**src/hw/rtl/iqrtm_div.sv**
```systemverilog
// Restoring divider, one quotient bit per cycle.
module iqrtm_div #(
  parameter int NW = 39,
  parameter int DW = 7
) (
  input  logic          clk,
  input  logic          rst_n,
  input  logic          start,
  input  logic [NW-1:0] dividend,
  input  logic [DW-1:0] divisor,
  output logic          done,
  output logic [NW-1:0] quot
);

  localparam int IW = $clog2(NW);

  logic          busy_r;
  logic          done_r;
  logic [IW-1:0] it_r;
  logic [NW-1:0] q_r;
  logic [DW-1:0] rem_r;
  logic [DW-1:0] d_r;
  logic [DW:0]   trial;
  logic [DW:0]   diff;
  logic          ge;

  assign trial = {rem_r, q_r[NW-1]};
  assign ge    = trial >= {1'b0, d_r};
  assign diff  = trial - {1'b0, d_r};

  always_ff @(posedge clk) begin
    if (!rst_n) begin
      busy_r <= 1'b0;
      done_r <= 1'b0;
      it_r   <= '0;
    end else begin
      done_r <= 1'b0;
      if (start && !busy_r) begin
        busy_r <= 1'b1;
        it_r   <= '0;
      end else if (busy_r) begin
        it_r <= it_r + IW'(1);
        if (it_r == IW'(NW - 1)) begin
          busy_r <= 1'b0;
          done_r <= 1'b1;
        end
      end
    end
  end

  always_ff @(posedge clk) begin
    if (start && !busy_r) begin
      q_r   <= dividend;
      rem_r <= '0;
      d_r   <= divisor;
    end else if (busy_r) begin
      q_r   <= {q_r[NW-2:0], ge};
      rem_r <= ge ? diff[DW-1:0] : trial[DW-1:0];
    end
  end

  assign done = done_r;
  assign quot = q_r;

endmodule

```
**config.mk**
```make
export PLATFORM = sky130hd
export DESIGN_NAME = iqrtm_div
export DESIGN_NICKNAME = d
export VERILOG_FILES = /design/src/hw/rtl/iqrtm_div.sv
export SDC_FILE = /design/constraint.sdc
export NUM_CORES = 1
export LEC_CHECK = 0
export BUFFER_PORTS_ARGS = -buffer_cell sky130_fd_sc_hd__clkbuf_2
export CORE_ASPECT_RATIO = 1.1
export CORE_MARGIN = 3
export CORE_UTILIZATION = 55
export CTS_BUF_LIST = sky130_fd_sc_hd__clkbuf_4 sky130_fd_sc_hd__clkbuf_8
export DETAILED_ROUTE_END_ITERATION = 16
export GPL_TIMING_DRIVEN = 0
export HOLD_SLACK_MARGIN = 0.03
export PLACE_DENSITY = 0.85
export SETUP_SLACK_MARGIN = 0.4
export SLEW_MARGIN = 0
export SYNTH_ARGS = -nofsm -noshare
export SYNTH_HDL_FRONTEND = slang
export SYNTH_SLANG_ARGS = --single-unit
```
**constraint.sdc**
```tcl
create_clock -name clk -period 5.3 [get_ports clk]
set_input_delay 0.795 -clock clk [delete_from_list [all_inputs] [get_ports clk]]
set_output_delay 0.795 -clock clk [all_outputs]
set_load 0.05 [all_outputs]
```
== Word-level counts from Yosys, hierarchy flattened ==
Index checks and enable logic that the tools add are counted.

* Bits in registers: 61
* Word-level logic and storage cells: 24
* Output and inout bits: 40
* Bits of input ports: 49

* Eq/ne operators: 1
* $add $sub $neg: 2
* Order comparisons: 1
* Mux-type cells: 7
* Reductions and logical operators: 5
* Bitwise operators: 2

{| class="wikitable"
|+ Operators by type and width
! kind !! count
|-
| 39-bit two-way mux || 2
|-
| 8-bit by 7-bit >= comparator with 1-bit output || 1
|-
| 7-bit two-way mux || 1
|-
| 7-bit subtractor || 1
|-
| 6-bit by 1-bit adder with 6-bit output, second input constant || 1
|-
| 6-bit equality test, second input constant || 1
|-
| 1-bit two-way mux || 4
|-
| 3-bit OR reduction || 1
|-
| 1-bit NOT || 2
|-
| 2-bit nonzero test || 1
|-
| 2-bit OR reduction || 1
|-
| 1-bit logical AND || 1
|-
| 1-bit logical NOT || 1
|}

== Longest topological paths before layout ==
Gate-level depths: netlist (run 1).

* Word-level depth: 4
* Mapped depth: 8
* Mapped depth without buffers: 8

== Worst setup path after synthesis (run 1) ==
OpenSTA, ideal clock, no wires.

* Kind: register -> register
* Start point: register q_r[38] (netlist: quot[38])
* End point: register rem_r[3]
* Clock period less this slack: 2.386 ns
* Setup time: 0.073 ns
* Path buffers: 0
* Data arrival time: 2.313 ns
* Data required time: 5.227 ns
* Setup slack: 2.914 ns
* Cell stages (with the launch flop): 9
* Cells stage by stage: edfxtp_1 > inv_1 > ha_1 > fa_1 > nand2b_1 > o2bb2ai_2 > a31o_4 > a2111o_1 > o211ai_2

* Cells in the longest elaborated chain, start to end: 2
* Elaborated cells between the ends (all ways): 3
* Those cells by class: 1 x add/sub; 1 x order compare; 1 x mux

{| class="wikitable"
|+ Ends and longest elaborated chain
! what !! RTL line !! source
|-
| start: declaration || 20 || <nowiki>logic [NW-1:0] q_r;</nowiki>
|-
| start signal: assignment || 53 || <nowiki>q_r <= dividend;</nowiki>
|-
| start signal: assignment || 57 || <nowiki>q_r <= {q_r[NW-2:0], ge};</nowiki>
|-
| 7-bit subtractor / 8-bit by 7-bit >= comparator with 1-bit output (equally long branches) || 29, 28 ||
|-
| 7-bit two-way mux * || 58 || <nowiki>rem_r <= ge ? diff[DW-1:0] : trial[DW-1:0];</nowiki>
|-
| end signal: assignment || 58 ||
|-
| end: declaration || 21 || <nowiki>logic [DW-1:0] rem_r;</nowiki>
|}

Mark *: on every way between the ends. The rest lies on a longest branch, timed or not.
A chain may end at the register's enable or synchronous reset.

== Final worst setup path (run 1) ==
* Start point: register q_r[38] (netlist: quot[38])
* End point: register rem_r[6]

The elaborated chain is that of the path after synthesis.

==> impl_metrics.json, run 1 <==
{
  "path_buf_inv": 1,
  "skew_ps": 6.15,
  "cts_tree": "yes",
  "htreeDepth": 3,
  "dp_slack_ps": 3030,
  "syn_nets": 272,
  "io-pin-count": 89,
  "crit_type": "flop to flop",
  "stdcell_count": 376,
  "yosysWarnings": 0,
  "worstPathCellList": "inv_1 > ha_1 > fa_1 > nand2b_1 > o2bb2ai_2 > a31oi_1 > nor2_1 > a311o_1",
  "place_congestion": 0.918,
  "antenna_found_initial": 0,
  "drive_gt1_share_pct": 37.4,
  "start_kind": "flop",
  "regArea_um2": 1680,
  "crit_slowest_cell": "fa_1",
  "clk_pin_slew_ps": 70,
  "synth_edf_count": 46,
  "synth.distinct_cells": 44,
  "dr.first_iter.drc_count": 147,
  "cts_hold_buf": 0,
  "postRouteAntennaNets": 0,
  "crit_family": "compound AO/OA/AOI/OAI gates",
  "rows": 27,
  "portBuffers": 88,
  "maxCapViolCount": 0,
  "hold_slack_ps": 505,
  "post_cts_resized": 0,
  "initial_core_util_pct": 57.3,
  "ys.flop_type": "edfxtp_1",
  "setup_viol": 0,
  "holdCritPathClass": "flop to flop",
  "antennaDiodeCount": 0,
  "required_ps": 5520,
  "core-area_um2": 5030,
  "area_delta_synth_final_pct": 26.3,
  "ctsLongestPathBuffers": 2,
  "via_count": 2104,
  "grt_pass1_vias": 2091,
  "cpPeakStageDelay_ps": 400,
  "cp_max_fo": 5,
  "grt_pass1_wl_um": 10400,
  "routedWlPerCell_um": 17.4,
  "period_minus_slack_ps": 2290,
  "cts-root-buf": "clkbuf_8",
  "dp_cells": 360,
  "syn-cell-area_um2": 2880,
  "syn_area_per_cell_um2": 13.5,
  "dp_hpwl_um": 4390,
  "routed_wl_um": 6550,
  "worst_skew_pair.late_latency_ps": 330,
  "final_nets": 372,
  "die_h_um": 81.9,
  "finalCritPeriodShare_pct": 43.3,
  "synth_cells": 213,
  "gr-usage-all-layers_pct": 23.2,
  "fillers": 305,
  "drtPass1Iterations": 4,
  "crit_arrival_ps": 2510,
  "synth_seq_cells": 61,
  "die_area_um2": 6150,
  "grt_max_degree": 21,
  "p_per_area_nw_per_um2": 440,
  "rsz0062_at_grt": "no",
  "grt_remaining_overflow": 0,
  "finalHoldViolations": 0,
  "p_leak_nw": 1.57,
  "numCtsBuffers": 9,
  "fmax_mhz": 436,
  "slew_headroom_pct": 42.7,
  "outcome": "finished, final reports clean",
  "clkSinkCount": 61,
  "final_max_slew_viol_count": 0,
  "ys_seq_area_share_pct": 58.3,
  "endpoint_kind": "flop",
  "worst_slew_pin_slew_ps": 859,
  "peakVddDrop_mv": 0.315,
  "finalSetupTns_ps": 0,
  "drc": 0,
  "setup_slack_ps": 3010,
  "post_drt_via_cell_ratio": 5.60,
  "multiInputGateArea_um2": 1110,
  "cts_setup_buffers": 0,
  "async_reset_ff_share_pct": 0,
  "die_w_um": 75.0
}
-- registers in the layout, indices dropped and copies added (netlist names) --
name / flops
busy_r: 1
it_r: 6
done: 1
rem_r: 7
quot: 39
d_r: 7
-- cell families (layout without fill, tap and decap cells) --
logic type	after synthesis	in the layout	synth area share, %
DFF	61	61	58.3
and+or+nand+nor	49	49	8.72
muxes	41	41	15.9
AOI/OAI and AO/OA	26	26	7.55
buffers and inverters	20	125	3.08
adders and majority gates	10	10	4.60
xor gates and xnor gates	6	6	1.82
-- stage by stage --
step | total power, mW | util [%] | cell area [µm²]
5_1_grt | 1.68 | 72.4 | 3640
3_5_place_dp | 1.14 | 68.0 | 3420
3_3_place_gp | 1.12 | 67.5 | 3400
4_1_cts | 1.60 | 72.4 | 3640
2_1_floorplan | 1.02 | - | 2880
6_report | 1.60 | 72.4 | 3640
-- cell usage in the layout (no fill, tap or decap), types with 4 or more instances in the layout --
master    netlist  layout
nand2_1        11      11
nor2_1         11      11
dfxtp_1        15      15
inv_1          13      13
ha_1            9       9
a21oi_1         4       4
clkbuf_8        0      10
nand4_1         6       6
xor2_1          4       4
mux2_1         38      38
buf_2           5       5
edfxtp_1       46      46
clkbuf_2        0      88
-- routing by layer --
layer / part of all wire [%] / track usage, % / up-vias
li1: - / - / 1003
met2: 52 / 37.5 / 73
met5: 0 / 0 / -
met1: 40 / 28.5 / 1021
met4: 1.1 / 7.47 / 0
met3: 7.0 / 8.81 / 7
-- synthesized netlist by cell type (all sizes together), types with 2 or more instances --
cell    number  area [µm²]
xnor2        2        17.5
inv         13        48.8
o211ai       3        27.5
nand2b       3        18.8
nor3         3        15.0
mux2i        2        20.0
nor2        12        47.6
a311o        2        20.0
o21ai        3        18.8
nor2b        2        12.5
nand2       12        47.6
buf          6        36.3
nand4        6        37.5
a21oi        4        20.0
and3         2        13.8
and2         3        18.8
edfxtp      46        1380
xor2         4        35.0
ha           9         113
a31oi        2        12.5
mux2        39         439
nor4         2        12.5
a221oi       2        17.5
o311ai       3        26.3
nor3b        2        15.0
dfxtp       15         300
-- tightest hold or removal path, stage by stage (launching register included) --
cell and delay [ps]:
dfxtp_1 320, o21ai_0 80, a21oi_1 60
-- power breakdown --
| group | internal, mW | leakage [nW] | switching [mW] |
|---|---|---|---|
| logic | 0.170 | 0.870 | 0.337 |
| clock network | 0.280 | 0.114 | 0.177 |
| registers | 0.595 | 0.582 | 0.0453 |
-- area by class of cell --
class	instances	area share (%)
Inverter	13	1.34
Clock buffer	11	3.98
Tap cell	58	1.99
Sequential cell	61	46.2
Buffer	7	1.10
Multi-Input combinational cell	132	30.6
Clock inverter	5	2.03
Timing Repair Buffer	89	12.8
-- worst paths after layout --
path | startpoint | end | slack (ps) | cells after the start
min | it_r[5] | it_r[5] | 500 | 2
max | quot[38] | rem_r[6] | 3010 | 8
min reg2reg | it_r[5] | it_r[5] | 500 | 2
max reg2reg | quot[38] | rem_r[6] | 3010 | 8
Power figures use the tool's default switching activity.
==> run 2: changes to the inputs <==
--- a/config.mk
+++ b/config.mk
@@ -5,15 +5,16 @@
 export SDC_FILE = /design/constraint.sdc
 export NUM_CORES = 1
 export LEC_CHECK = 0
+export ABC_AREA = 1
 export BUFFER_PORTS_ARGS = -buffer_cell sky130_fd_sc_hd__clkbuf_2
 export CORE_ASPECT_RATIO = 1.1
 export CORE_MARGIN = 3
-export CORE_UTILIZATION = 55
+export CORE_UTILIZATION = 53
 export CTS_BUF_LIST = sky130_fd_sc_hd__clkbuf_4 sky130_fd_sc_hd__clkbuf_8
 export DETAILED_ROUTE_END_ITERATION = 16
 export GPL_TIMING_DRIVEN = 0
 export HOLD_SLACK_MARGIN = 0.03
-export PLACE_DENSITY = 0.85
+export PLACE_DENSITY = 0.82
 export SETUP_SLACK_MARGIN = 0.4
 export SLEW_MARGIN = 0
 export SYNTH_ARGS = -nofsm -noshare
==> constraint.sdc (replaced) <==
create_clock -name clk -period 2.2 [get_ports clk]
set_input_delay 0.33 -clock clk [delete_from_list [all_inputs] [get_ports clk]]
set_output_delay 0.33 -clock clk [all_outputs]
set_load 0.05 [all_outputs]
==> run 2 against run 1 <==
- sequential cell count unchanged
- synthesized cell count is 58% higher
- global-route usage fell by 1.3 points
==> impl_metrics.json, run 2 <==
{
  "outcome": "finished, final reports clean",
  "stdcell_area_um2": 3770,
  "met1_usage_pct": 26.7,
  "ctsLongestPathBuffers": 2,
  "worstPathCellList": "ha_4 > fa_2 > inv_2 > nand3_4 > nand2_4 > nand2_2 > nand3_4 > nand3_1 > nand3_1 > nand2_1",
  "syn_nets": 395,
  "holdCritPathClass": "input port to flop",
  "setup_viol": 0,
  "yosysWarnings": 0,
  "final_max_slew_viol_count": 0,
  "clkSinkCount": 61,
  "crit_slowest_cell": "edfxtp_1",
  "peakVddDrop_mv": 0.662,
  "gr-usage-all-layers_pct": 21.8,
  "area_delta_synth_final_pct": 28.8,
  "grt_pass1_vias": 2500,
  "cts-root-buf": "clkbuf_8",
  "portBuffers": 88,
  "via_count": 2554,
  "finalCritPeriodShare_pct": 81.6,
  "final_cell_mix": "157 x nand2_1, 88 x clkbuf_2, 46 x edfxtp_1",
  "post_drt_via_cell_ratio": 4.99,
  "slew_headroom_pct": 45.6,
  "yosysMostFrequentCell": "nand2_1",
  "die_h_um": 84.0,
  "antennaDiodeCount": 0,
  "power_mw": 4.09,
  "routedWlPerCell_um": 13.1,
  "cts_tree": "yes",
  "core-area_um2": 5170,
  "finalHoldViolations": 0,
  "synth_top_cells_by_count": "162 x nand2_1, 46 x edfxtp_1, 34 x inv_1",
  "rows": 27,
  "die_w_um": 76.9,
  "ys_seq_area_share_pct": 57.4,
  "synth_cells": 336,
  "initial_core_util_pct": 56.7,
  "dp_hpwl_um": 4860,
  "syn_area_per_cell_um2": 8.72,
  "final_nets": 494,
  "postRouteAntennaNets": 0,
  "endpoint_kind": "flop",
  "largest_reg_flops": 39,
  "worst_slew_pin_slew_ps": 816,
  "postPlaceCellArea_um2": 3480,
  "skew_ps": 6.37,
  "drc": 0,
  "worst_skew_pair.late_latency_ps": 330,
  "cts_hold_buf": 0,
  "p_per_area_nw_per_um2": 1080,
  "dr.first_iter.drc_count": 154,
  "synth_seq_cells": 61,
  "crit_family": "adder cells",
  "finalSetupTns_ps": 0,
  "synth_area_leader_cell": "edfxtp_1",
  "async_reset_ff_share_pct": 0,
  "die_area_um2": 6460,
  "rsz0062_at_grt": "yes",
  "crit_type": "flop to flop",
  "hold_slack_ps": 172,
  "cp_max_fo": 7,
  "synth.top_cell.area_share_pct": 47.1,
  "synth.distinct_cells": 26,
  "grt_remaining_overflow": 0,
  "ys.flop_type": "edfxtp_1",
  "numCtsBuffers": 9,
  "drive_gt1_share_pct": 29.3,
  "place_congestion": 0.814,
  "htreeDepth": 3,
  "grt_pass1_wl_um": 11300,
  "maxCapViolCount": 0,
  "synth_area_leaders": "edfxtp_1 47%, nand2_1 21%, dfxtp_1 10%, inv_1 4.4%, ha_1 3.8%",
  "required_ps": 2430,
  "routed_wl_um": 6700,
  "met3_usage_pct": 6.91,
  "gr-max-usage-layer": "met2",
  "start_kind": "flop",
  "final_common_cell": "nand2_1",
  "synth_edf_count": 46,
  "syn-cell-area_um2": 2930,
  "grt_max_degree": 41,
  "antenna_found_initial": 0,
  "clk_pin_slew_ps": 70,
  "period_minus_slack_ps": 1790,
  "p_leak_nw": 1.89,
  "crit_arrival_ps": 2030,
  "drtPass1Iterations": 4,
  "fmax_mhz": 557,
  "path_buf_inv": 1,
  "io-pin-count": 89,
  "grt_use_met2_pct": 36.1,
  "cpPeakStageDelay_ps": 420
}
-- run 2: changes by cell type after synthesis, moves of 4 or more --
cell | previous run | this run
clkbuf_1 | 1 | 5
inv_1 | 13 | 34
mux2_1 | 38 | 0
nand2_1 | 11 | 162
nand3_1 | 0 | 21
-- run 2: kinds of logic after synthesis --
family	after synthesis	share of synthesized area (%)
XOR/XNOR	2	0.598
buffers and inverters	44	5.89
AND/OR/NAND/NOR	209	29.3
adder cells (fa/ha/maj)	10	4.53
flip-flops	61	57.4
AO/OA/AOI/OAI	10	2.26
-- run 2: cell type report --
cell class,instances,area (µm²)
Fill cell,393,1400
Sequential cell,61,1680
Tap cell,72,90.1
Inverter,35,131
Clock inverter,7,114
Clock buffer,9,124
Timing Repair Buffer,88,440
Buffer,9,41.3
Multi-Input combinational cell,231,1150
-- run 2: metrics by stage --
stage	setup WS, ps	std cells	util [%]
global route	307	512	73.0
global placement	54.0	496	67.2
finish	405	512	73.0
floorplan	266	336	-
CTS	450	512	72.0
detailed placement	404	496	67.2
-- run 2: layer usage --
layer	share of wire (%)	routed length, µm
met5	0	0
met2	49	3300
met4	1.6	109
met1	42	2820
met3	7.1	474
-- run 2: final timing paths --
path                                 start  slack [ps]  cells after the start        to
worst max-delay path                d_r[0]         410                     10  rem_r[6]
worst min-delay path            divisor[1]         170                      1    d_r[1]
worst max register to register      d_r[0]         410                     10  rem_r[6]
worst min register to register    rem_r[6]         480                      2  rem_r[6]
-- run 2: repair_timing --
item,4_1_cts,5_1_grt
pin swaps,0,6
buffers inserted,0,0
gates resized for setup,1,13
hold endpoints to repair,0,0
setup endpoints to repair,1,8
-- run 2: where the power goes --
part           leakage [nW]  internal, mW  switching [mW]
logic                  1.18         0.414           0.945
clock network         0.113         0.746           0.441
registers             0.590          1.43           0.110
