## config.mk

```make
export PLATFORM = sky130hd
export DESIGN_NAME = iqrtm_cell
export DESIGN_NICKNAME = d
export VERILOG_FILES = /design/src/hw/rtl/iqrtm_pkg.sv /design/src/hw/rtl/iqrtm_cell.sv
export SDC_FILE = /design/constraint.sdc
export NUM_CORES = 1
export LEC_CHECK = 0
export BUFFER_PORTS_ARGS = -buffer_cell sky130_fd_sc_hd__buf_2
export CAP_MARGIN = 25
export CELL_PAD_IN_SITES_DETAIL_PLACEMENT = 2
export CELL_PAD_IN_SITES_GLOBAL_PLACEMENT = 2
export CORE_MARGIN = 2
export CORE_UTILIZATION = 34
export CTS_CLUSTER_DIAMETER = 150
export DETAILED_ROUTE_END_ITERATION = 12
export PLACE_DENSITY_LB_ADDON = 0.1
export RECOVER_POWER = 100
export SETUP_SLACK_MARGIN = 0.3
export SLEW_MARGIN = 20
export SYNTH_ARGS = -nofsm -noshare
export SYNTH_HDL_FRONTEND = slang
export SYNTH_SLANG_ARGS = --single-unit
```

## constraint.sdc

```tcl
create_clock -name clk -period 6.9 [get_ports clk]
set_input_delay 0 -clock clk [delete_from_list [all_inputs] [get_ports clk]]
set_output_delay 0 -clock clk [all_outputs]
set_load 0.01 [all_outputs]
```

## src/hw/rtl/iqrtm_pkg.sv

```systemverilog
// Shared constants and types for the IQR outlier trimmed mean block.
package iqrtm_pkg;

  localparam int MAX_SAMPLES_DEF = 64;
  localparam int SAMPLE_W        = 32;
  localparam int FACTOR_W        = 16;
  localparam int KEPT_W          = 7;
  localparam int PROD_W          = SAMPLE_W + FACTOR_W;
  localparam int WIDEN_W         = PROD_W - 8;
  localparam int HI_W            = WIDEN_W + 1;

  localparam logic [FACTOR_W-1:0] FACTOR_RST = 16'd384;

  // register index, decoded from paddr[2]
  localparam logic REG_FACTOR = 1'b0;

  // control broadcast to every cell
  typedef struct packed {
    logic shift;   // load chain shifts one sample in
    logic copy;    // own sample into the ring token, clear counters
    logic count;   // ring rotates, cells rank their own sample
    logic mark;    // quartile hit flags into the token
    logic rotate;  // ring rotates, nothing else
  } cell_ctl_t;

  // token circulating around the ring
  typedef struct packed {
    logic [SAMPLE_W-1:0] val;
    logic                vld;
    logic                hlo;
    logic                hhi;
  } tok_t;

endpackage

```

## src/hw/rtl/iqrtm_cell.sv

```systemverilog
// One cell of the sample chain: holds a sample, ranks it against the ring tokens.
module iqrtm_cell #(
  parameter int MAX_SAMPLES = iqrtm_pkg::MAX_SAMPLES_DEF,
  parameter int IDX         = 0,
  localparam int CW         = $clog2(MAX_SAMPLES + 1)
) (
  input  logic                              clk,
  input  iqrtm_pkg::cell_ctl_t              ctl,
  input  logic [CW-1:0]                     cnt,
  input  logic [CW-1:0]                     k_lo,
  input  logic [CW-1:0]                     k_hi,
  input  logic [iqrtm_pkg::SAMPLE_W-1:0]    val_in,
  input  iqrtm_pkg::tok_t                   tok_in,
  output logic [iqrtm_pkg::SAMPLE_W-1:0]    val_o,
  output iqrtm_pkg::tok_t                   tok_o
);

  localparam logic [CW-1:0] MY_IDX = CW'(IDX);

  logic [iqrtm_pkg::SAMPLE_W-1:0] val_r;
  iqrtm_pkg::tok_t                tok_r;
  logic [CW-1:0]                  below_r;
  logic [CW-1:0]                  le_r;
  logic                           own_vld;
  logic                           hit_lo;
  logic                           hit_hi;

  // newest sample sits in cell 0, so the first cnt cells hold the set
  assign own_vld = MY_IDX < cnt;
  assign hit_lo  = own_vld && (below_r < k_lo) && (k_lo <= le_r);
  assign hit_hi  = own_vld && (below_r < k_hi) && (k_hi <= le_r);

  always_ff @(posedge clk) begin
    if (ctl.shift) begin
      val_r <= val_in;
    end
    if (ctl.copy) begin
      tok_r   <= '{val: val_r, vld: own_vld, hlo: 1'b0, hhi: 1'b0};
      below_r <= '0;
      le_r    <= '0;
    end else if (ctl.count) begin
      tok_r <= tok_in;
      if (tok_r.vld && (tok_r.val < val_r)) begin
        below_r <= below_r + CW'(1);
      end
      if (tok_r.vld && (tok_r.val <= val_r)) begin
        le_r <= le_r + CW'(1);
      end
    end else if (ctl.mark) begin
      tok_r.hlo <= hit_lo;
      tok_r.hhi <= hit_hi;
    end else if (ctl.rotate) begin
      tok_r <= tok_in;
    end
  end

  assign val_o = val_r;
  assign tok_o = tok_r;

endmodule

```

Word level (Yosys, flattened, before mapping)
Index checks and enable logic that the tools add are counted.
{ "classes": {"mux": 5, "n_addsub": 2, "n_eq_ne": 1, "n_lt_le_gt_ge": 7, "reduce_logical": 11} }
{ "op_table": {"columns": ["operator", "n"], "rows": [
  ["$mux W35", 3],
  ["$mux W33", 1],
  ["$le A32 B32 Y1", 1],
  ["$lt A32 B32 Y1", 1],
  ["$add A7 B1 Y7 const B", 2],
  ["$le A7 B7 Y1", 2],
  ["$lt A7 B7 Y1", 2],
  ["$lt A1 B7 Y1 const A", 1],
  ["$logic_and A1 B1 Y1", 6],
  ["$reduce_and A2 Y1", 3],
  ["$reduce_bool A3 Y1", 2],
  ["$ne A3 B1 Y1 const B", 1],
  ["$mux W2", 1]
]} }
{ "word_totals": {"inputBits": 94, "output_inout_bits": 67, "register_bits": 81, "elab_cells": 33} }

Depth between registers and ports, before layout
Gate-level depths: netlist (run 1).
{ "depth": {"word_depth": 6, "ltp_mapped": 10, "mapped_depth_nobuf": 9} }

Worst setup path before layout (run 1)
OpenSTA, ideal clock, no wires.
{ "synth_path": {"path_type": "input to register", "startpoint": "input ctl[0] in the netlist's numbering", "endpoint": "register tok_r, in the netlist tok_o[10] (enable)", "setup_ns": 0.469, "setup_slack_ns": 4.055, "path_buffers": 0, "path_stages": 2, "required_ns": 6.431, "arrival_ns": 2.376, "cell_sequence": "inv_1 -> o21ai_0"} }
{ "synth_via": {"elab_chain_len": 2} }
{ "synth_rtl": {"columns": ["item", "line", "text"], "rows": [
  ["from (decl)", "iqrtm_cell.sv:8", "input iqrtm_pkg::cell_ctl_t ctl,"],
  ["$reduce_bool A3 Y1 (no source line)", null, null],
  ["$reduce_and A2 Y1 (no source line)", null, null],
  ["to (signal assigned)", "iqrtm_cell.sv:38", "tok_r <= '{val: val_r, vld: own_vld, hlo: 1'b0, hhi: 1'b0};"],
  ["to (signal assigned)", "iqrtm_cell.sv:42", "tok_r <= tok_in;"],
  ["to (signal assigned)", "iqrtm_cell.sv:53", "tok_r <= tok_in;"],
  ["to (decl)", "iqrtm_cell.sv:21", "iqrtm_pkg::tok_t tok_r;"]
]} }
No other way between the ends.
A chain may end at the register's enable or synchronous reset.

Final worst setup path (run 1)
{ "layout_path": {"startpoint": "input ctl[3] in the netlist's numbering", "endpoint": "register tok_r, in the netlist tok_o[29] (enable)"} }
{ "layout_via": {"elab_chain_len": 2, "elab_cells_between_ends": 3, "classes_between": "eq/ne (1); reduce/logical (2)"} }
{ "layout_rtl": {"columns": ["item"], "rows": [
  ["$ne A3 B1 Y1 (no source line) / $reduce_bool A3 Y1 (equally long branches)"],
  ["$reduce_and A2 Y1 (no source line) (*)"]
]} }
Every way passes the cells marked *; elsewhere a longest branch is shown, timed or not.

==> results of run 1 <==
-- final timing paths --
| path | end | cells past startpoint | startpoint |
|---|---|---|---|
| max | tok_o[29] | 5 | ctl[3] |
| min | tok_o[0] | 3 | ctl[0] |
| max reg2reg | le_r[6] | 8 | tok_o[33] |
| min reg2reg | tok_o[0] | 2 | tok_o[0] |
-- final cells by class --
cell class | count | area [um2] | share of cell area, %
clock buffer | 14 | 244 | 3.79
multi-input combinational | 259 | 2090 | 32.4
antenna | 1 | 2.50 | 0.0388
tap | 176 | 220 | 3.42
clock inverter | 2 | 15.0 | 0.233
sequential | 81 | 2270 | 35.3
inverter | 56 | 210 | 3.26
timing repair buffer | 229 | 1390 | 21.6
-- cells by family after synthesis --
| kind of cell | after synthesis |
|---|---|
| compound gates | 64 |
| xor+xnor | 4 |
| fa+ha+maj | 60 |
| buf+inv | 63 |
| flops | 81 |
| mux | 38 |
| simple gates | 93 |
-- critical path, stage by stage --
cell and delay, ns:
buf_2 0.08, clkbuf_1 2.22, nor2_1 0.32, o21ai_4 0.15, clkbuf_1 1.62
-- stage by stage --
stage	setup WS [ns]	util [%]
3_5_place_dp	4.10	42.5
6_report	2.35	48.9
3_3_place_gp	4.14	42.5
5_1_grt	1.94	48.9
4_1_cts	4.08	49.5
2_1_floorplan	4.06	-
-- cells in the mapped netlist, types with 6 or more instances --
cell type  instances
clkbuf_1           6
nor3_1             6
a21oi_1           26
dfxtp_1           16
o21a_1             6
nand2_1           24
nand3_1           10
edfxtp_1          65
ha_1              60
inv_1             56
mux2_2            37
o21ai_0           11
nor2_1            25
nand4_1            6
-- flip-flops by register name, indices dropped and copies added (netlist names) --
signal and flops:
le_r 7, val_o 32, tok_o 35, below_r 7
-- per-layer routing --
layer / wire, um / vias up / share of wire, % / GRT usage (%)
li1: - / 1924 / - / -
met1: 6400 / 1974 / 39 / 25.9
met2: 8790 / 104 / 54 / 43.0
met3: 828 / 26 / 5.1 / 5.85
met4: 296 / 0 / 1.8 / 9.01
met5: 0 / - / 0 / 0
-- where the power goes --
group | leakage [nW] | internal [W] | switching [W]
logic | 1.88 | 0.000127 | 0.000149
clock network | 0.117 | 0.000245 | 0.000201
registers | 0.782 | 0.000576 | 0.0000326
total | 2.78 | 0.000948 | 0.000383
==> results.ini, run 1 <==
[status]
outcome=finished, violations left
violations=capacitance limit, slew limit

[finish]
syn2layout_area_growth_pct=40.3
final_cells=818
nFillCells=1376
layout-drive-gt1-share_pct=21.8
layout_common_cells=buf_2, clkbuf_1, dlygate4sd3_1
finalInstanceArea_mm2=0.00644
nNetsFinal=790
final_common_cell=buf_2

[pwr]
power_density_mw_per_mm2=207
power_w=0.00133
p_leak_nw=2.78
irDropWorstVdd_mv=0.140

[yosys]
synth_fa_ha_area_share_pct=16.3
syn_area_mm2=0.00459
synth-compound-area-share_pct=8.77
ys_seq_area_share_pct=49.5
yosys.area_share.simple_pct=10.0
yosysTopAreaCell=edfxtp_1
synthTopCellsByArea=edfxtp_1, ha_1, mux2_2
synth_edf_count=65
syn-num-nets=557
yosys_most_used_dff=edfxtp_1
avgSynthCellArea_um2=11.4
synthXorXnorAreaFrac_pct=0.763
postSynthCellCount=403
ys_types=42
ys_ff_latch=81
muxShareOfSynthArea_pct=9.29
async_reset_ff_share_pct=0
yosys_warnings=0
synth_top_family_by_area=adder cells
synth_top_area_share_pct=42.5

[route]
postRouteAntennaNets=0
routedWlPerCell_um=19.9
drc=0
num_vias=4028
detail_route.iter0.violations=92
drt_wl_total_um=16300
viasPerCell=4.92
first_pass_iters=4

[clock_tree]
numCtsBuffers=9
cts_tree=built
cts_sinks=81
cts_buffer_depth=2
cts_setup_buffers=0
clk_latency_ns=0.35
post_cts_resize_count=0
ctsHtreeMaxLevel=3
cts_root_buffer=clkbuf_16
ctsHoldBuffers=67
cts.clk_slew.worst_paths_ns=0.06

[grt]
grt_first_pass_wirelength_um=25800
grt_pass1_vias=4760
antenna_found_initial=1
grt_start_max_net_pins=57
grt_use_total_pct=23.4
overflow=0

[sta]
max-slew-margin-rel_pct=-111
worst_hold_slack_ns=0.0459
rsz0062_at_grt=no
setup_viol=0
period_minus_slack_ns=4.55
fmax_ghz=0.220
finClkSkew_ns=0.00968
finalHoldViolCount=0
timing.final.crit_share_pct=66.0
tightest_slew_ns=3.16
setup_tns_ns=0
maxSlewViolCount=124

[place]
placed_area_mm2=0.00561
numPortBuffers=160
hpwl_um=10400
place.gp.congestion=0.766
placedCellCount=734

[die]
die_width_um=120
start_util_pct=34.8
dieArea_mm2=0.0145
core-area_mm2=0.0132
pin_count=161
fp.dieH_um=120
std_cell_rows=42

[critical_path]
reg2reg_slack_ns=3.85
crit_arrival_ns=4.48
critPathLaunchType=input port
worstSetupPathType=input port to register
cp_max_fo=56
critPathRequiredTime_ns=6.83
end_kind=register

[worst_hold_path]
holdCritPathClass=input port to register

[run]
cap_violations=3

Power figures use the tool's default switching activity.
==> inputs of run 2 (changes only) <==
Settings changed: ABC_AREA set to 1, CORE_UTILIZATION 34 to 27.
Clock period 6.9 ns to 4.16 ns, I/O delays scaled along.
==> results.ini, run 2 <==
[status]
outcome=finished, violations left
violations=capacitance limit, slew limit

[clock_tree]
cts_sinks=81
cts_setup_buffers=0
cts_tree=built
ctsHtreeMaxLevel=3
cts.clk_slew.worst_paths_ns=0.07
cts_root_buffer=clkbuf_16
numCtsBuffers=9
clk_latency_ns=0.34
cts_buffer_depth=2

[yosys]
synth_edf_count=65
ys_types=33
yosys_warnings=0
yosysMostFrequentCell=nand2_1
ys_seq_area_share_pct=49.2
synth_top_area_share_pct=42.2
avgSynthCellArea_um2=9.51
synthTopCellsByCount=nand2_1, inv_1, edfxtp_1
yosys_most_used_dff=edfxtp_1
async_reset_ff_share_pct=0
yosysTopAreaCell=edfxtp_1
syn-num-nets=640
syn_area_mm2=0.00462
synthTopCellsByArea=edfxtp_1, ha_1, nand2_1
postSynthCellCount=486
ys_ff_latch=81

[critical_path]
cp_max_fo=45
critPathRequiredTime_ns=4.16
crit_arrival_ns=2.73
critPathLaunchType=input port
end_kind=register
worstSetupPathType=input port to register

[grt]
overflow=0
grt_first_pass_wirelength_um=24900
grt_use_total_pct=17.4
antenna_found_initial=1
grt_pass1_vias=4905
grt_start_max_net_pins=46

[place]
hpwl_um=11600
post-place-ws_ns=2.14
numPortBuffers=160
placedCellCount=859
place.gp.congestion=0.762

[route]
detail_route.iter0.violations=73
drc=0
num_vias=4272
drt_wl_total_um=15400
routedWlPerCell_um=16.4
postRouteAntennaNets=0
viasPerCell=4.54
first_pass_iters=3

[finish]
layout-drive-gt1-share_pct=15.6
nNetsFinal=868
final_cells=940
largest_register_ffs=35
syn2layout_area_growth_pct=39.7
final_common_cell=nand2_1
layout_common_cells=nand2_1, buf_2, clkbuf_1

[sta]
finalHoldViolCount=0
setup_viol=0
setup_tns_ns=0
finClkSkew_ns=0.0104
fin_ws_ns=1.43
max-slew-margin-rel_pct=-32.7
period_minus_slack_ns=2.73
timing.final.crit_share_pct=65.7
maxSlewViolCount=79
rsz0062_at_grt=no
fmax_ghz=0.366
tightest_slew_ns=1.99

[pwr]
irDropWorstVdd_mv=0.194
p_leak_nw=2.92
power_density_mw_per_mm2=336
power_w=0.00217

[die]
die_width_um=135
fp.dieH_um=135
dieArea_mm2=0.0182
core-area_mm2=0.0166
pin_count=161
start_util_pct=27.8
std_cell_rows=47

[run]
cap_violations=2

[worst_hold_path]
holdCritPathClass=input port to register

## run 2: cell count changes in the layout (fill, tap and decap cells not counted), moves of 4 or more
cell / change
nand2_1: +88
o21a_1: -5
xor2_1: +7
nor2_1: -8
nand2b_1: -4
mux2_2: -34
inv_1: +16
o21ai_0: +30
or4_1: -4
a21oi_1: +12
nand3_1: +6
## run 2: worst paths after layout
kind / from / to / slack (ns) / depth (start not counted)
max: ctl[3] / tok_o[20] / 1.43 / 4
min: tok_in[15] / tok_o[15] / 0.02 / 3
max reg2reg: val_o[17] / le_r[3] / 1.87 / 14
min reg2reg: le_r[4] / le_r[4] / 0.47 / 2
## run 2: area by class of cell
class	instances	area, um2
Inverter	73	274
Fill cell	1903	10200
Sequential cell	81	2270
Multi-Input combinational cell	323	1990
Tap cell	220	275
Clock inverter	7	51.3
Clock buffer	9	225
Timing Repair Buffer	226	1360
Antenna cell	1	2.50
## run 2: kinds of logic after synthesis
family                   synth area share [%]
adder cells (fa/ha/maj)                  16.2
flip-flops                               49.2
AND/OR/NAND/NOR                          15.2
AO/OA/AOI/OAI                            11.1
buffers and inverters                    6.85
XOR/XNOR                                 1.52
## run 2: stage by stage
stage               util, %  instance area, um2  hold slack (ns)
finish                 38.8                6460           0.0187
global route           38.8                6460           0.0310
CTS                    39.6                6590           0.0192
detailed placement     34.1                5670            0.179
global placement       34.1                5670            0.177
floorplan                 -                4620           0.0989
## run 2: worst max-delay path, stage by stage
cell,delay (ns)
clkbuf_1,0.27
inv_1,0.72
clkbuf_1,1.35
o21ai_0,0.37
## run 2: power by group
group / internal (W) / switching (W) / total, W / leakage [nW]
clock: 0.000409 / 0.000352 / 0.000761 / 0.133
combinational: 0.000177 / 0.000242 / 0.000419 / 2.00
sequential: 0.000948 / 0.0000406 / 0.000989 / 0.789
## run 2: repair_timing
action	4_1_cts	5_1_grt
gates resized for setup	0	0
hold buffers	64	0
endpoints found under the hold margin	64	0
## run 2: per-layer routing
| layer | up-vias | track usage, % | wire, um |
|---|---|---|---|
| met1 | 2053 | 20.9 | 6790 |
| met5 | - | 0 | 0 |
| met3 | 10 | 3.04 | 602 |
| met2 | 95 | 32.1 | 7900 |
| li1 | 2114 | - | - |
| met4 | 0 | 4.56 | 130 |
==> inputs of run 3 (changes only) <==
Settings changed: CORE_UTILIZATION 27 to 30.
Clock period 4.16 ns to 2.65 ns, I/O delays scaled along.
==> results.ini, run 3 (same netlist as run 2, synthesis figures left out) <==
[die]
die_width_um=128
std_cell_rows=45
start_util_pct=30.5
pin_count=161
core-area_mm2=0.0151
fp.dieH_um=128
dieArea_mm2=0.0164

[route]
drc=0
postRouteAntennaNets=0
drt_wl_total_um=16000
dr.max_layer_used=met4
wl_met3_um=655
num_vias=4336
routedWlPerCell_um=17.6
detail_route.iter0.violations=155
wl_met2_um=8320
wl_met1_um=6910
first_pass_iters=4
viasPerCell=4.77

[finish]
layout_common_cells=nand2_1, buf_2, inv_1
nNetsFinal=870
final_common_cell=nand2_1
layout-drive-gt1-share_pct=16.1
syn2layout_area_growth_pct=40.7
largest_register_ffs=35
n_antenna_cell=0
nFillCells=1714
final_cells=909

[grt]
antenna_found_initial=0
grt_use_total_pct=20.1
overflow=0
grt_start_max_net_pins=72
grt_first_pass_wirelength_um=25500
grt_pass1_vias=4801

[pwr]
power_switching_w=0.00100
pwr-share-seq_pct=42.8
intPower_w=0.00263
p_leak_nw=2.97
pwr-share-comb_pct=18.7
clockPowerShare_pct=38.5
swShare_pct=27.7
irDropWorstVdd_mv=0.309
power_density_mw_per_mm2=559

[place]
placedCellCount=828
hpwl_um=11200
place.gp.congestion=0.766
numPortBuffers=160

[sta]
period_minus_slack_ns=2.20
setup_tns_ns=0
setup_viol=0
fmax_ghz=0.455
finalHoldViolCount=0
rsz0062_at_grt=no
finClkSkew_ns=0.0126
timing.final.crit_share_pct=82.9
tightest_slew_ns=2.09
max-slew-margin-rel_pct=-39.3
worst_hold_slack_ns=0.0177
maxSlewViolCount=33

[clock_tree]
cts_root_buffer=clkbuf_16
cts_tree=built
ctsHtreeMaxLevel=3
cts.clk_slew.worst_paths_ns=0.07
post_cts_resize_count=0
cts_buffer_depth=2
numCtsBuffers=9
clk_latency_ns=0.35
cts_sinks=81

[critical_path]
critPathRequiredTime_ns=2.85
slowest_stage=edfxtp_1
cpPeakStageDelay_ns=0.39
worstSetupPathType=register to register
cp_cell_sequence=inv_1, ha_1, a21oi_1, o21ai_0, a21oi_1, nand2_1, nand2_1, nand2_1, nand2_4, nand2_1, nand2_1, a21oi_1
cp_max_fo=9
critPathLaunchType=register
critPathLaunch=val_o[13]
end_kind=register
cpMostUsedCell=nand2_1
r2r_start=val_o[13]
crit_arrival_ns=2.40

[status]
outcome=finished, violations left
violations=capacitance limit, slew limit

[worst_hold_path]
holdCritStartpoint=tok_in[1]
holdCritPathClass=input port to register

[run]
cap_violations=1

[run 3: power by group through the flow]
stage	Clock, W	Combinational [W]	Sequential, W
2_1_floorplan	0	0.000296	0.00161
3_5_place_dp	0	0.000628	0.00158
4_1_cts	0.00143	0.000712	0.00155
6_report	0.00140	0.000679	0.00156
5_1_grt	0.00148	0.000774	0.00157
3_3_place_gp	0	0.000606	0.00157
[run 3: stage by stage]
stage               utilization (%)  setup slack (ns)  total power [W]  instance area (um2)
finish                         42.9             0.453          0.00363                 6500
CTS                            43.7             0.545          0.00370                 6620
global placement               37.2             0.684          0.00218                 5640
floorplan                         -             0.554          0.00191                 4620
detailed placement             37.2             0.564          0.00221                 5640
global route                   42.9             0.209          0.00382                 6500
[run 3: what timing repair did]
| action | in CTS | in global routing |
|---|---|---|
| endpoints found under the hold margin | 65 | 0 |
| hold buffers | 65 | 0 |
| buffers inserted | 0 | 0 |
[run 3: layer usage]
layer / track usage (%) / up-vias
li1: - / 2109
met1: 24.1 / 2125
met2: 37.1 / 92
met3: 4.30 / 10
met4: 4.07 / 0
met5: 0 / -
[run 3: final cells by class]
type / count / area [um2] / area share [%]
Sequential cell: 81 / 2270 / 34.9
Multi-Input combinational cell: 323 / 2010 / 30.9
Timing Repair Buffer: 228 / 1380 / 21.2
Inverter: 73 / 274 / 4.21
Clock buffer: 10 / 239 / 3.67
Tap cell: 188 / 235 / 3.62
Clock inverter: 6 / 90.1 / 1.39
[run 3: worst max-delay path, delay by kind of cell, from the launching register on]
family                   cells  cell delay [ns]
flip-flops                   1             0.39
AND/OR/NAND/NOR              6             0.76
AO/OA/AOI/OAI                4             0.54
adder cells (fa/ha/maj)      1             0.24
buffers and inverters        1             0.09
[run 3: path summary, 6_finish.rpt]
kind | end | slack [ns] | cells after the start
hold reg to reg | le_r[5] | 0.46 | 2
hold / removal | tok_o[1] | 0.02 | 5
setup reg to reg | le_r[3] | 0.45 | 12
setup / recovery | le_r[3] | 0.45 | 12
